$ cat config.mk
export PLATFORM = sky130hd
export DESIGN_NAME = rgb_to_hsv_hls
export DESIGN_NICKNAME = d
export VERILOG_FILES = /design/src/hw/rtl/rgbhsv_pkg.sv /design/src/hw/rtl/rgb_to_hsv_hls.sv /design/src/hw/rtl/rgbhsv_prep.sv /design/src/hw/rtl/rgbhsv_div_stage.sv
export SDC_FILE = /design/constraint.sdc
export NUM_CORES = 1
export LEC_CHECK = 0
export BUFFER_PORTS_ARGS = -buffer_cell sky130_fd_sc_hd__clkbuf_2
export CORE_AREA = 3 3 286 288
export CTS_BUF_LIST = sky130_fd_sc_hd__clkbuf_8
export DETAILED_ROUTE_END_ITERATION = 8
export DIE_AREA = 0 0 289 291
export HOLD_SLACK_MARGIN = 0.05
export SETUP_SLACK_MARGIN = 0.2
export SLEW_MARGIN = 10
export SYNTH_ARGS = -nofsm -noshare
export SYNTH_HDL_FRONTEND = slang
export SYNTH_HIERARCHICAL = 1
export SYNTH_SLANG_ARGS = --single-unit
$ cat constraint.sdc
create_clock -name clk -period 8.7 [get_ports clk]
set_input_delay 2.61 -clock clk [delete_from_list [all_inputs] [get_ports clk]]
set_output_delay 2.61 -clock clk [all_outputs]
set_load 0.01 [all_outputs]
$ cat src/hw/rtl/rgbhsv_pkg.sv
// ----------------------------------------------------------------------------
// rgbhsv_pkg
// Types and constants shared by the RGB to HSV/HLS converter.
// ----------------------------------------------------------------------------
package rgbhsv_pkg;

    localparam int CH_W       = 8;
    localparam int HUE_W      = 15;
    localparam int SAT_W      = 13;
    localparam int LEVEL_W    = 9;
    localparam int QUO_W      = 16;
    localparam int DEN_W      = 8;
    localparam int DIV_STAGES = 4;
    localparam int DIV_STEPS  = QUO_W / DIV_STAGES;
    localparam int PREP_STAGES = 2;
    localparam int STAGES     = PREP_STAGES + DIV_STAGES;

    localparam int SECT_W     = 11;
    localparam int HNUM_W     = 23;
    localparam int SNUM_W     = DEN_W + 12;

    localparam logic MODE_HSV = 1'b0;
    localparam logic MODE_HLS = 1'b1;

    localparam logic [2:0] SECT_RED   = 3'd0;
    localparam logic [2:0] SECT_GREEN = 3'd2;
    localparam logic [2:0] SECT_BLUE  = 3'd4;
    localparam logic [2:0] SECT_WRAP  = 3'd6;

    localparam logic REG_OUTPUT_MODE = 1'b0;

    typedef struct packed {
        logic [CH_W-1:0] red;
        logic [CH_W-1:0] green;
        logic [CH_W-1:0] blue;
    } pixel_t;

    typedef struct packed {
        logic [HUE_W-1:0]   hue;
        logic [SAT_W-1:0]   saturation;
        logic [LEVEL_W-1:0] level_doubled;
    } result_t;

    typedef struct packed {
        logic [DEN_W-1:0] rem;
        logic [QUO_W-1:0] nq;
        logic [DEN_W-1:0] den;
    } lane_t;

    typedef struct packed {
        logic               grey;
        logic [LEVEL_W-1:0] level;
    } side_t;

    typedef struct packed {
        logic load_s1;
        logic load_s2;
    } prep_ctrl_t;

endpackage

$ cat src/hw/rtl/rgb_to_hsv_hls.sv
// ----------------------------------------------------------------------------
// rgb_to_hsv_hls
// RGB pixel to hue, saturation and doubled level, HSV or HLS by register.
// ----------------------------------------------------------------------------
// Usage:
//   Pixels enter on the pixel channel (pixel_valid / pixel_ready, payload
//   pixel) and results leave on the result channel (result_valid /
//   result_ready, payload result). One result per pixel, in order.
//   Six register stages: two front stages (extrema and sector, then
//   numerators) and four divider stages of four quotient bits each, hue and
//   saturation side by side. result_valid is the valid flag of the last
//   stage. Throughput is one pixel per cycle while result_ready is high;
//   every stage register is a slot, so a new pixel is taken whenever any
//   slot down the line is free. When result_ready is low the last stage
//   holds its beat and the stages behind it fill up; pixel_ready drops
//   only once all six are full.
//   Reset empties the pipeline and sets output_mode to HSV. output_mode
//   sits at APB address 0, bit 0; write it only while the pipeline is
//   empty. Grey pixels give hue and saturation of zero.
// ----------------------------------------------------------------------------
module rgb_to_hsv_hls
    import rgbhsv_pkg::*;
(
    input  logic        clk,
    input  logic        rst_n,
    input  logic        psel,
    input  logic        penable,
    input  logic        pwrite,
    input  logic [2:0]  paddr,
    input  logic [31:0] pwdata,
    output logic [31:0] prdata,
    output logic        pready,
    input  logic        pixel_valid,
    output logic        pixel_ready,
    input  pixel_t      pixel,
    output logic        result_valid,
    input  logic        result_ready,
    output result_t     result
);

    logic                mode_reg;
    logic [STAGES-1:0]   valid_reg;
    logic [STAGES-1:0]   valid_next;
    logic [STAGES-1:0]   adv;
    prep_ctrl_t          prep_ctrl;
    lane_t               hue_lane [DIV_STAGES+1];
    lane_t               sat_lane [DIV_STAGES+1];
    side_t               side_reg [DIV_STAGES+1];
    side_t               side_out;

    assign pready = 1'b1;
    assign prdata = (paddr[2] == REG_OUTPUT_MODE) ? {31'd0, mode_reg} : 32'd0;

    always_ff @(posedge clk or negedge rst_n)
    begin
        if (!rst_n)
        begin
            mode_reg <= MODE_HSV;
        end
        else if (psel && penable && pwrite && pready && paddr[2] == REG_OUTPUT_MODE)
        begin
            mode_reg <= pwdata[0];
        end
    end

    always_comb
    begin
        adv[STAGES-1] = !valid_reg[STAGES-1] || result_ready;
        for (int i = STAGES - 2; i >= 0; i--)
        begin
            adv[i] = !valid_reg[i] || adv[i+1];
        end
        valid_next = valid_reg;
        if (adv[0])
        begin
            valid_next[0] = pixel_valid;
        end
        for (int i = 1; i < STAGES; i++)
        begin
            if (adv[i])
            begin
                valid_next[i] = valid_reg[i-1];
            end
        end
    end

    always_ff @(posedge clk or negedge rst_n)
    begin
        if (!rst_n)
        begin
            valid_reg <= '0;
        end
        else
        begin
            valid_reg <= valid_next;
        end
    end

    assign pixel_ready = adv[0];
    assign prep_ctrl.load_s1 = adv[0];
    assign prep_ctrl.load_s2 = adv[1];

    rgbhsv_prep u_prep
    (
        .clk      (clk),
        .ctrl     (prep_ctrl),
        .mode     (mode_reg),
        .pixel    (pixel),
        .hue_lane (hue_lane[0]),
        .sat_lane (sat_lane[0]),
        .side     (side_reg[0])
    );

    for (genvar s = 0; s < DIV_STAGES; s++)
    begin : g_div
        rgbhsv_div_stage #(.STEPS(DIV_STEPS)) u_hue
        (
            .clk      (clk),
            .load     (adv[PREP_STAGES+s]),
            .lane_in  (hue_lane[s]),
            .lane_out (hue_lane[s+1])
        );

        rgbhsv_div_stage #(.STEPS(DIV_STEPS)) u_sat
        (
            .clk      (clk),
            .load     (adv[PREP_STAGES+s]),
            .lane_in  (sat_lane[s]),
            .lane_out (sat_lane[s+1])
        );

        always_ff @(posedge clk)
        begin
            if (adv[PREP_STAGES+s])
            begin
                side_reg[s+1] <= side_reg[s];
            end
        end
    end

    assign side_out     = side_reg[DIV_STAGES];
    assign result_valid = valid_reg[STAGES-1];

    always_comb
    begin
        result.level_doubled = side_out.level;
        if (side_out.grey)
        begin
            result.hue        = '0;
            result.saturation = '0;
        end
        else
        begin
            result.hue        = hue_lane[DIV_STAGES].nq[HUE_W-1:0];
            result.saturation = sat_lane[DIV_STAGES].nq[SAT_W-1:0];
        end
    end

    a_full_when_blocked: assert property (@(posedge clk) disable iff (!rst_n)
        !pixel_ready |-> &valid_reg)
        else $error("pixel_ready low with a free slot");

    a_hue_range: assert property (@(posedge clk) disable iff (!rst_n)
        result_valid && !side_out.grey |-> hue_lane[DIV_STAGES].nq < 16'd23040)
        else $error("hue quotient out of range");

    a_sat_range: assert property (@(posedge clk) disable iff (!rst_n)
        result_valid && !side_out.grey |-> sat_lane[DIV_STAGES].nq <= 16'd4096)
        else $error("saturation quotient out of range");

    a_stall_hold: assert property (@(posedge clk) disable iff (!rst_n)
        valid_reg[PREP_STAGES] && !adv[PREP_STAGES]
        |=> valid_reg[PREP_STAGES] && $stable(hue_lane[1]) && $stable(sat_lane[1]))
        else $error("divider stage lost its beat while stalled");

endmodule

$ cat src/hw/rtl/rgbhsv_prep.sv
// ----------------------------------------------------------------------------
// rgbhsv_prep
// Two front stages: extrema, sector and divisor select, then numerators.
// ----------------------------------------------------------------------------
module rgbhsv_prep
    import rgbhsv_pkg::*;
(
    input  logic       clk,
    input  prep_ctrl_t ctrl,
    input  logic       mode,
    input  pixel_t     pixel,
    output lane_t      hue_lane,
    output lane_t      sat_lane,
    output side_t      side
);

    logic [CH_W-1:0]    mx_c;
    logic [CH_W-1:0]    mn_c;
    logic [CH_W-1:0]    diff_c;
    logic [2:0]         sect_c;
    logic               neg_c;
    logic [LEVEL_W-1:0] sum_c;
    logic [DEN_W-1:0]   sden_c;
    logic [LEVEL_W-1:0] level_c;

    logic [2:0]         sect_reg;
    logic               neg_reg;
    logic [CH_W-1:0]    diff_reg;
    logic [CH_W-1:0]    delta_reg;
    logic [DEN_W-1:0]   sden_reg;
    side_t              side1_reg;

    logic [SECT_W-1:0]  kd_c;
    logic [SECT_W-1:0]  t_c;
    logic [HNUM_W-1:0]  hnum_c;
    logic [SNUM_W-1:0]  snum_c;

    lane_t              hue_next;
    lane_t              sat_next;
    lane_t              hue_reg;
    lane_t              sat_reg;
    side_t              side2_reg;

    always_comb
    begin
        mx_c = pixel.red;
        mn_c = pixel.red;
        if (pixel.green > mx_c) mx_c = pixel.green;
        if (pixel.blue > mx_c)  mx_c = pixel.blue;
        if (pixel.green < mn_c) mn_c = pixel.green;
        if (pixel.blue < mn_c)  mn_c = pixel.blue;

        priority if (mx_c == pixel.red)
        begin
            if (pixel.green >= pixel.blue)
            begin
                sect_c = SECT_RED;
                neg_c  = 1'b0;
                diff_c = pixel.green - pixel.blue;
            end
            else
            begin
                sect_c = SECT_WRAP;
                neg_c  = 1'b1;
                diff_c = pixel.blue - pixel.green;
            end
        end
        else if (mx_c == pixel.green)
        begin
            sect_c = SECT_GREEN;
            neg_c  = pixel.blue < pixel.red;
            diff_c = neg_c ? pixel.red - pixel.blue : pixel.blue - pixel.red;
        end
        else
        begin
            sect_c = SECT_BLUE;
            neg_c  = pixel.red < pixel.green;
            diff_c = neg_c ? pixel.green - pixel.red : pixel.red - pixel.green;
        end

        sum_c = {1'b0, mx_c} + {1'b0, mn_c};
        unique case (mode)
            MODE_HSV:
            begin
                sden_c  = mx_c;
                level_c = {mx_c, 1'b0};
            end
            MODE_HLS:
            begin
                sden_c  = sum_c[LEVEL_W-1] ? DEN_W'(9'd510 - sum_c) : sum_c[DEN_W-1:0];
                level_c = sum_c;
            end
            default:
            begin
                sden_c  = mx_c;
                level_c = {mx_c, 1'b0};
            end
        endcase
    end

    always_ff @(posedge clk)
    begin
        if (ctrl.load_s1)
        begin
            sect_reg        <= sect_c;
            neg_reg         <= neg_c;
            diff_reg        <= diff_c;
            delta_reg       <= mx_c - mn_c;
            sden_reg        <= sden_c;
            side1_reg.grey  <= (mx_c == mn_c);
            side1_reg.level <= level_c;
        end
    end

    always_comb
    begin
        kd_c   = SECT_W'(sect_reg) * SECT_W'(delta_reg);
        t_c    = neg_reg ? kd_c - SECT_W'(diff_reg) : kd_c + SECT_W'(diff_reg);
        hnum_c = (HNUM_W'(t_c) << 12) - (HNUM_W'(t_c) << 8);
        snum_c = SNUM_W'(delta_reg) << 12;

        hue_next.rem = DEN_W'(hnum_c[HNUM_W-1:QUO_W]);
        hue_next.nq  = hnum_c[QUO_W-1:0];
        hue_next.den = delta_reg;
        sat_next.rem = DEN_W'(snum_c[SNUM_W-1:QUO_W]);
        sat_next.nq  = snum_c[QUO_W-1:0];
        sat_next.den = sden_reg;
    end

    always_ff @(posedge clk)
    begin
        if (ctrl.load_s2)
        begin
            hue_reg   <= hue_next;
            sat_reg   <= sat_next;
            side2_reg <= side1_reg;
        end
    end

    assign hue_lane = hue_reg;
    assign sat_lane = sat_reg;
    assign side     = side2_reg;

endmodule

$ cat src/hw/rtl/rgbhsv_div_stage.sv
// ----------------------------------------------------------------------------
// rgbhsv_div_stage
// One stage of a restoring divider: STEPS quotient bits per stage.
// ----------------------------------------------------------------------------
module rgbhsv_div_stage
    import rgbhsv_pkg::*;
#(
    parameter int STEPS = 4
)
(
    input  logic  clk,
    input  logic  load,
    input  lane_t lane_in,
    output lane_t lane_out
);

    lane_t lane_next;
    lane_t lane_reg;

    always_comb
    begin
        logic [DEN_W:0] trial;
        lane_next = lane_in;
        for (int i = 0; i < STEPS; i++)
        begin
            trial = {lane_next.rem, lane_next.nq[QUO_W-1]};
            lane_next.nq = {lane_next.nq[QUO_W-2:0], 1'b0};
            if (trial >= {1'b0, lane_next.den})
            begin
                lane_next.rem   = DEN_W'(trial - {1'b0, lane_next.den});
                lane_next.nq[0] = 1'b1;
            end
            else
            begin
                lane_next.rem = trial[DEN_W-1:0];
            end
        end
    end

    always_ff @(posedge clk)
    begin
        if (load)
        begin
            lane_reg <= lane_next;
        end
    end

    assign lane_out = lane_reg;

endmodule

==> results of run 1 <==
-- cell type report --
class                      count  area share [%]
multi-input combinational   2264           55.93
timing repair buffer         173           3.396
tap                         1050           3.989
antenna                        1        0.007597
inverter                     244           2.781
clock buffer                  58           2.424
sequential                   333           30.25
clock inverter                42           1.219
-- routing by layer --
metal	routed length (microns)	vias up
met4	1676	0
met3	2580	104
met2	32380	395
met1	31000	10160
li1	-	10960
met5	0	-
-- through the flow --
step	setup slack, ns	utilization (%)	cells	hold WS (ns)	area, sq um
detailed placement	0.08432	39.91	4059	0.4045	31580
global placement	0.1768	39.91	4059	0.4005	31580
global route	0.1549	41.63	4165	0.3959	32940
floorplan	0.3682	-	2949	0.4003	29940
CTS	0.2286	41.42	4159	0.3874	32780
finish	0.6695	41.63	4165	0.3955	32940
-- path summary, 6_finish.rpt --
| path | from | to | slack, ns | depth (start not counted) |
|---|---|---|---|---|
| max in group asynchronous | rst_n | valid_reg[5]$_DFFE_PN0P_ | 6.76 | 1 |
| max | pixel[8] | u_prep/sden_reg[4]$_DFFE_PP_ | 0.67 | 29 |
| min reg2reg | g_div[0].u_sat/lane_out[13]$_DFFE_PP_ | g_div[1].u_sat/lane_out[17]$_DFFE_PP_ | 0.40 | 0 |
| min in group asynchronous | rst_n | valid_reg[4]$_DFFE_PN0P_ | 1.77 | 1 |
| max reg2reg | g_div[0].u_hue/lane_out[4]$_DFFE_PP_ | g_div[1].u_hue/lane_out[27]$_DFFE_PP_ | 0.67 | 32 |
| min | g_div[0].u_sat/lane_out[13]$_DFFE_PP_ | g_div[1].u_sat/lane_out[17]$_DFFE_PP_ | 0.40 | 0 |
-- layout by cell type (no fill, tap or decap), types with 26 or more instances in the layout --
cell,instances
a21oi_1,181
mux2_2,105
mux2_4,42
nand2_1,104
nand4_1,46
edfxtp_1,326
nand3_1,26
nand2b_1,32
clkbuf_2,72
xor2_1,59
nor3_1,38
a21o_1,109
mux2i_1,76
xnor2_1,158
a211oi_1,60
nor2b_1,54
ha_1,364
o21ai_0,159
conb_1,57
clkbuf_8,58
buf_4,101
a211o_1,27
o21a_1,33
inv_1,245
fa_1,40
nor2_1,198
-- repair_timing --
action / CTS / global route
resized for setup: 0 / 45
setup endpoints to repair: 0 / 55
setup buffers: 0 / 5
==> impl_metrics.ini, run 1 <==
[status]
status = complete, no violations

[place]
port_buffers = 72
place.gp.congestion = 0.9020
dp_hpwl_microns = 52560

[global_route]
grtUsageTotal_pct = 15.92
grt_pass1_vias = 21300
grt_most_used_layer = met2
antenna_found_initial = 1
use_met1_pct = 21.17
grt_pass1_wl_microns = 109600
grt_use_met2_pct = 27.22
met3_usage_pct = 1.738
grt_max_degree = 71
grt-ovfl-total = 0

[die]
io_pins = 138
dieArea_sq_um = 84100
rows = 103
coreArea_sq_um = 79130
die_h_microns = 291
die_x_microns = 289
start_util_pct = 37.58

[hold_path]
worstHoldPathType = flop to flop

[clock_tree]
clock_path_buffers = 3
clkTransAtPathRegs_ns = 0.07
cts.sinks = 333
h-tree-depth = 2
clk_latency_ns = 0.66
cts_tree = built
cts-hold-fix-buffers = 0
cts_root_buffer = clkbuf_8
numCtsBuffers = 54

[timing]
tightestPinTransition_ns = 1.040
period_needed_ns = 8.030
tns_ns = 0
max_freq_ghz = 0.1245
grt_setup_unrepaired = false
period_share_pct = 92.30
fin_skew_ns = 0.04158
slew_headroom_pct = 30.65
drv_slew = 0
setup_viol = 0
hold_violations = 0

[drt]
post_drt_wl_per_cell_microns = 16.24
vias = 21620
drt_iter0_drc = 1129
via_per_inst = 5.190
antenna_left = 0
first_pass_iters = 5
drc = 0
drt-total-wl_microns = 67630

[setup_path]
crit_type = primary input to flop
cp.required_ns = 9.06
path_buf_inv = 5
critPathMaxFanout = 16
slowest_delay_ns = 0.47
crit_path_start_kind = primary input
critPathArrivalTime_ns = 8.39
crit_path_end_kind = flop
crit_top_cell = a21oi_1
critPathTopFamily = compound AO/OA/AOI/OAI gates
critPathSlowestCell = o21ai_1

[finish]
area_delta_synth_final_pct = 10.76
largest_reg_flops = 108
multiInputGateArea_sq_um = 18420
regArea_sq_um = 9965
final_nets = 3540
n_fill_cell = 7735
drive_gt1_share_pct = 15.99

[synth]
yosys_warnings = 6
synth_area_sq_um = 29740
syn_avg_cell_area_sq_um = 10.27
synthCells = 2895

[job]
drv_cap = 0
Power of run 1 is not shown: default switching activity piles up to over one toggle a cycle in this logic, so the estimate is an artifact.
==> inputs of run 2 (changes only) <==
CORE_AREA = 3 3 319 258   (was 3 3 286 288)
DIE_AREA = 0 0 322 261   (was 0 0 289 291)
==> run 2 against run 1 <==
Compared with the run above:
- setup slack lost 0.053 ns
- clock-buffer cell count grew 11
- critical path depth grew 2
- global-route usage grew 0.099 points
- maximum frequency shrank 0.66%
- register-to-register slack lost 0.05 ns
- hold slack lost 0.021 ns
- first-iteration DRC count grew 30%
- non-clock buffer count grew 10
- cell count grew 0.26%
==> impl_metrics.ini, run 2 (same netlist as run 1, synthesis figures left out) <==
[setup_path]
critPathMaxFanout = 13
critPathSlowestCell = a311o_2
slowest_delay_ns = 0.50
r2r_cells = 31
crit_type = flop to flop
cp.required_ns = 9.06
crit_top_cell = ha_1
r2r-start = u_prep/sat_lane[4]$_DFFE_PP_
crit_path_start = u_prep/sat_lane[4]$_DFFE_PP_
critPathArrivalTime_ns = 8.44
crit_path_start_kind = flop
crit_path_end_kind = flop

[timing]
grt_setup_unrepaired = false
hold_violations = 0
period_share_pct = 92.92
setup_viol = 0
fin_skew_ns = 0.04087
hold-worst-slack_ns = 0.3743
slew_headroom_pct = 30.57
tightestPinTransition_ns = 1.041
period_needed_ns = 8.084
tns_ns = 0
max_freq_ghz = 0.1237
drv_slew = 0

[clock_tree]
numCtsBuffers = 66
clock_path_buffers = 3
cts-hold-fix-buffers = 0
h-tree-depth = 3
cts.sinks = 333
cts_tree = built
clkTransAtPathRegs_ns = 0.07
cts_root_buffer = clkbuf_8
clk_latency_ns = 0.64

[global_route]
grt_pass1_wl_microns = 109800
grt_max_degree = 71
grt-ovfl-total = 0
grtUsageTotal_pct = 16.02
grt_pass1_vias = 20600
antenna_found_initial = 1

[finish]
n_fill_cell = 7725
final_nets = 3562
final_cell_mix = ha_1, edfxtp_1, inv_1, nor2_1, a21oi_1
regArea_sq_um = 9965
finish.utilization_pct = 42.00
final_common_cell = ha_1
drive_gt1_share_pct = 16.75
multiInputGateArea_sq_um = 18430
largest_reg_flops = 108
area_delta_synth_final_pct = 11.52

[drt]
vias = 21550
first_pass_iters = 5
post_drt_wl_per_cell_microns = 16.33
via_per_inst = 5.161
antenna_left = 0
drt-total-wl_microns = 68190
drc = 0
drt_iter0_drc = 1468

[die]
die_x_microns = 322
start_util_pct = 37.66
dieArea_sq_um = 84040
die_h_microns = 261
coreArea_sq_um = 78970
io_pins = 138
rows = 92

[hold_path]
whs_path_depth = 0
worstHoldStart = g_div[1].u_hue/lane_out[12]$_DFFE_PP_
worstHoldPathType = flop to flop

[place]
dp_hpwl_microns = 53530
place.gp.congestion = 0.9171
port_buffers = 72

[job]
drv_cap = 0

[status]
status = complete, no violations
-- run 2: timing repair --
action,in CTS,in global routing
endpoints found under the setup margin,8,64
buffers inserted,0,10
pin swaps,0,5
gates resized for setup,2,50
-- run 2: critical path, delay by kind of cell, from the launching register on --
family	cells	cell delay, ns
AOI/OAI and AO/OA	16	3.42
adders and majority gates	4	1.33
DFF	1	0.48
and+or+nand+nor	3	0.60
buffers and inverters	4	0.73
muxes	4	1.26
-- run 2: area by class of cell --
type | instances | area share, %
clock buffers | 69 | 2.864
diodes | 1 | 0.007546
well taps | 1034 | 3.901
flip-flops and latches | 333 | 30.05
inverters | 244 | 2.766
repair buffers | 183 | 3.675
multi-input cells | 2264 | 55.57
clock inverters | 48 | 1.173
-- run 2: worst paths after layout --
path	to	slack [ns]
setup reg to reg	g_div[0].u_sat/lane_out[26]$_DFFE_PP_	0.62
setup / recovery	g_div[0].u_sat/lane_out[26]$_DFFE_PP_	0.62
hold reg to reg	g_div[2].u_hue/lane_out[16]$_DFFE_PP_	0.37
max in group asynchronous	valid_reg[4]$_DFFE_PN0P_	6.72
hold / removal	g_div[2].u_hue/lane_out[16]$_DFFE_PP_	0.37
min in group asynchronous	mode_reg$_DFFE_PN0P_	1.82
-- run 2: routing by layer --
metal	vias up	wire [microns]	global-route usage, %
met5	-	0	0
met4	0	972	3.242
met3	74	2887	2.604
met2	404	29390	24.75
met1	10090	34940	23.62
li1	10990	-	-
-- run 2: stage by stage --
step / setup slack [ns] / cell area, sq um / std cells
5_1_grt: 0.1737 / 33160 / 4176
4_1_cts: 0.2051 / 32960 / 4165
2_1_floorplan: 0.3682 / 29940 / 2949
6_report: 0.6161 / 33160 / 4176
3_3_place_gp: 0.09981 / 31620 / 4048
3_5_place_dp: -0.009279 / 31620 / 4048
Power of run 2 is left out for the same reason.
==> inputs of run 3 (changes only) <==
CTS_BUF_LIST = sky130_fd_sc_hd__clkbuf_16   (was sky130_fd_sc_hd__clkbuf_8)
==> run 3 against run 2 <==
Compared with the run above:
- clock-buffer cell count shrank 29
- largest cell class unchanged
- via count down 0.19%
- clock skew fell by 0.017 ns
- register-to-register slack better by 0.06 ns
- flip-flop and latch count is the same
- hold slack gained 0.035 ns
- setup slack better by 0.038 ns
- global-route usage decreased by 0.19 points
- non-clock buffer count grew 3
- cell count fell by 0.98%
==> impl_metrics.ini, run 3 (same netlist as run 1, synthesis figures left out) <==
[drt]
wl_met1_microns = 34560
via_per_inst = 5.202
vias = 21510
post_drt_wl_per_cell_microns = 16.34
drt-total-wl_microns = 67560
top_layer_used = met4
met2_length_microns = 29270
drc = 0
met3_length_microns = 2754
drt_iter0_drc = 1597
antenna_left = 0
first_pass_iters = 7

[finish]
drive_gt1_share_pct = 16.06
n_fill_cell = 7682
area_delta_synth_final_pct = 11.43
final_common_cell = ha_1
final_cell_mix = ha_1, edfxtp_1, inv_1, nor2_1, a21oi_1
final_nets = 3539
largest_reg_flops = 108
finalInstanceArea_sq_um = 33140
finish.utilization_pct = 41.96
antenna_cells = 0

[global_route]
grt_pass1_wl_microns = 108900
antenna_found_initial = 0
grt-ovfl-total = 0
grtUsageTotal_pct = 15.83
grt_max_degree = 71
grt_pass1_vias = 20350

[timing]
tns_ns = 0
max_freq_ghz = 0.1243
grt_setup_unrepaired = false
hold_violations = 0
period_needed_ns = 8.046
setup_viol = 0
period_share_pct = 92.48
drv_slew = 0
tightestPinTransition_ns = 1.042
fin_skew_ns = 0.02351
worst_slack_ns = 0.6540
slew_headroom_pct = 30.56

[clock_tree]
cts.sinks = 333
cts-hold-fix-buffers = 0
numCtsBuffers = 40
h-tree-depth = 2
clkTransAtPathRegs_ns = 0.06
clock_path_buffers = 3
clk_latency_ns = 0.56
cts_root_buffer = clkbuf_16
cts_tree = built

[place]
pre_cts_ws_ns = -0.009279
port_buffers = 72
place.gp.congestion = 0.9171
place_area_sq_um = 31620
dp_hpwl_microns = 53530

[setup_path]
critPathArrivalTime_ns = 8.35
crit_path_end_kind = flop
crit_path_start_kind = primary input
critPathMaxFanout = 16
crit_top_cell = a21oi_1
cp.required_ns = 9.01
slowest_delay_ns = 0.43
crit_type = primary input to flop
critPathSlowestCell = fa_1

[die]
die_h_microns = 261
coreArea_sq_um = 78970
start_util_pct = 37.66
rows = 92
dieArea_sq_um = 84040
io_pins = 138
die_x_microns = 322

[job]
drv_cap = 0

[status]
status = complete, no violations

[hold_path]
worstHoldPathType = flop to flop
[run 3: changes by cell type in the layout (fill, tap and decap cells not counted), sizes merged]
cell | before | now
buf | 111 | 114
bufinv | 6 | 3
clkbuf | 141 | 112
clkinv | 23 | 19
clkinvlp | 4 | 3
diode | 1 | 0
inv | 259 | 253
[run 3: worst paths after layout]
kind	startpoint	to	slack, ns	depth (start not counted)
hold / removal	u_prep/side[7]$_DFFE_PP_	side_reg[37]$_DFFE_PP_	0.41	0
min in group asynchronous	rst_n	valid_reg[2]$_DFFE_PN0P_	1.87	1
hold reg to reg	u_prep/side[7]$_DFFE_PP_	side_reg[37]$_DFFE_PP_	0.41	0
setup reg to reg	u_prep/sat_lane[4]$_DFFE_PP_	g_div[0].u_sat/lane_out[29]$_DFFE_PP_	0.68	35
setup / recovery	pixel[8]	u_prep/sden_reg[7]$_DFFE_PP_	0.65	31
max in group asynchronous	rst_n	valid_reg[0]$_DFFE_PN0P_	6.67	1
[run 3: critical path, delay by kind of cell]
family | cells | cell delay, ns
fa+ha+maj | 5 | 1.54
compound gates | 12 | 2.33
buf+inv | 7 | 0.77
xor+xnor | 1 | 0.14
mux | 2 | 0.24
simple gates | 4 | 0.71
[run 3: timing repair]
action                     in CTS  in global routing
pin swaps                       0                  6
resized for setup               3                 51
gates cloned                    0                  0
setup endpoints to repair       8                 64
setup buffers                   0                 13
[run 3: through the flow]
stage          hold WS [ns]  instances
2_1_floorplan        0.4003       2949
3_3_place_gp         0.4016       4048
3_5_place_dp         0.4045       4048
4_1_cts              0.4130       4122
5_1_grt              0.4180       4135
6_report             0.4093       4135
[run 3: metal layers]
metal  GRT usage (%)  vias up
li1                -    10940
met1           23.55    10130
met2           24.69      368
met3           2.055       71
met4           3.026        0
met5               0        -
[run 3: layout make-up]
class,count,area [sq um],share of cell area [%]
multi-input combinational,2264,18440,55.64
sequential,333,9965,30.07
tap,1034,1294,3.904
timing repair buffer,186,1241,3.746
clock buffer,40,1001,3.021
inverter,244,917.1,2.768
clock inverter,34,282.8,0.8534
Power of run 3 is left out for the same reason.
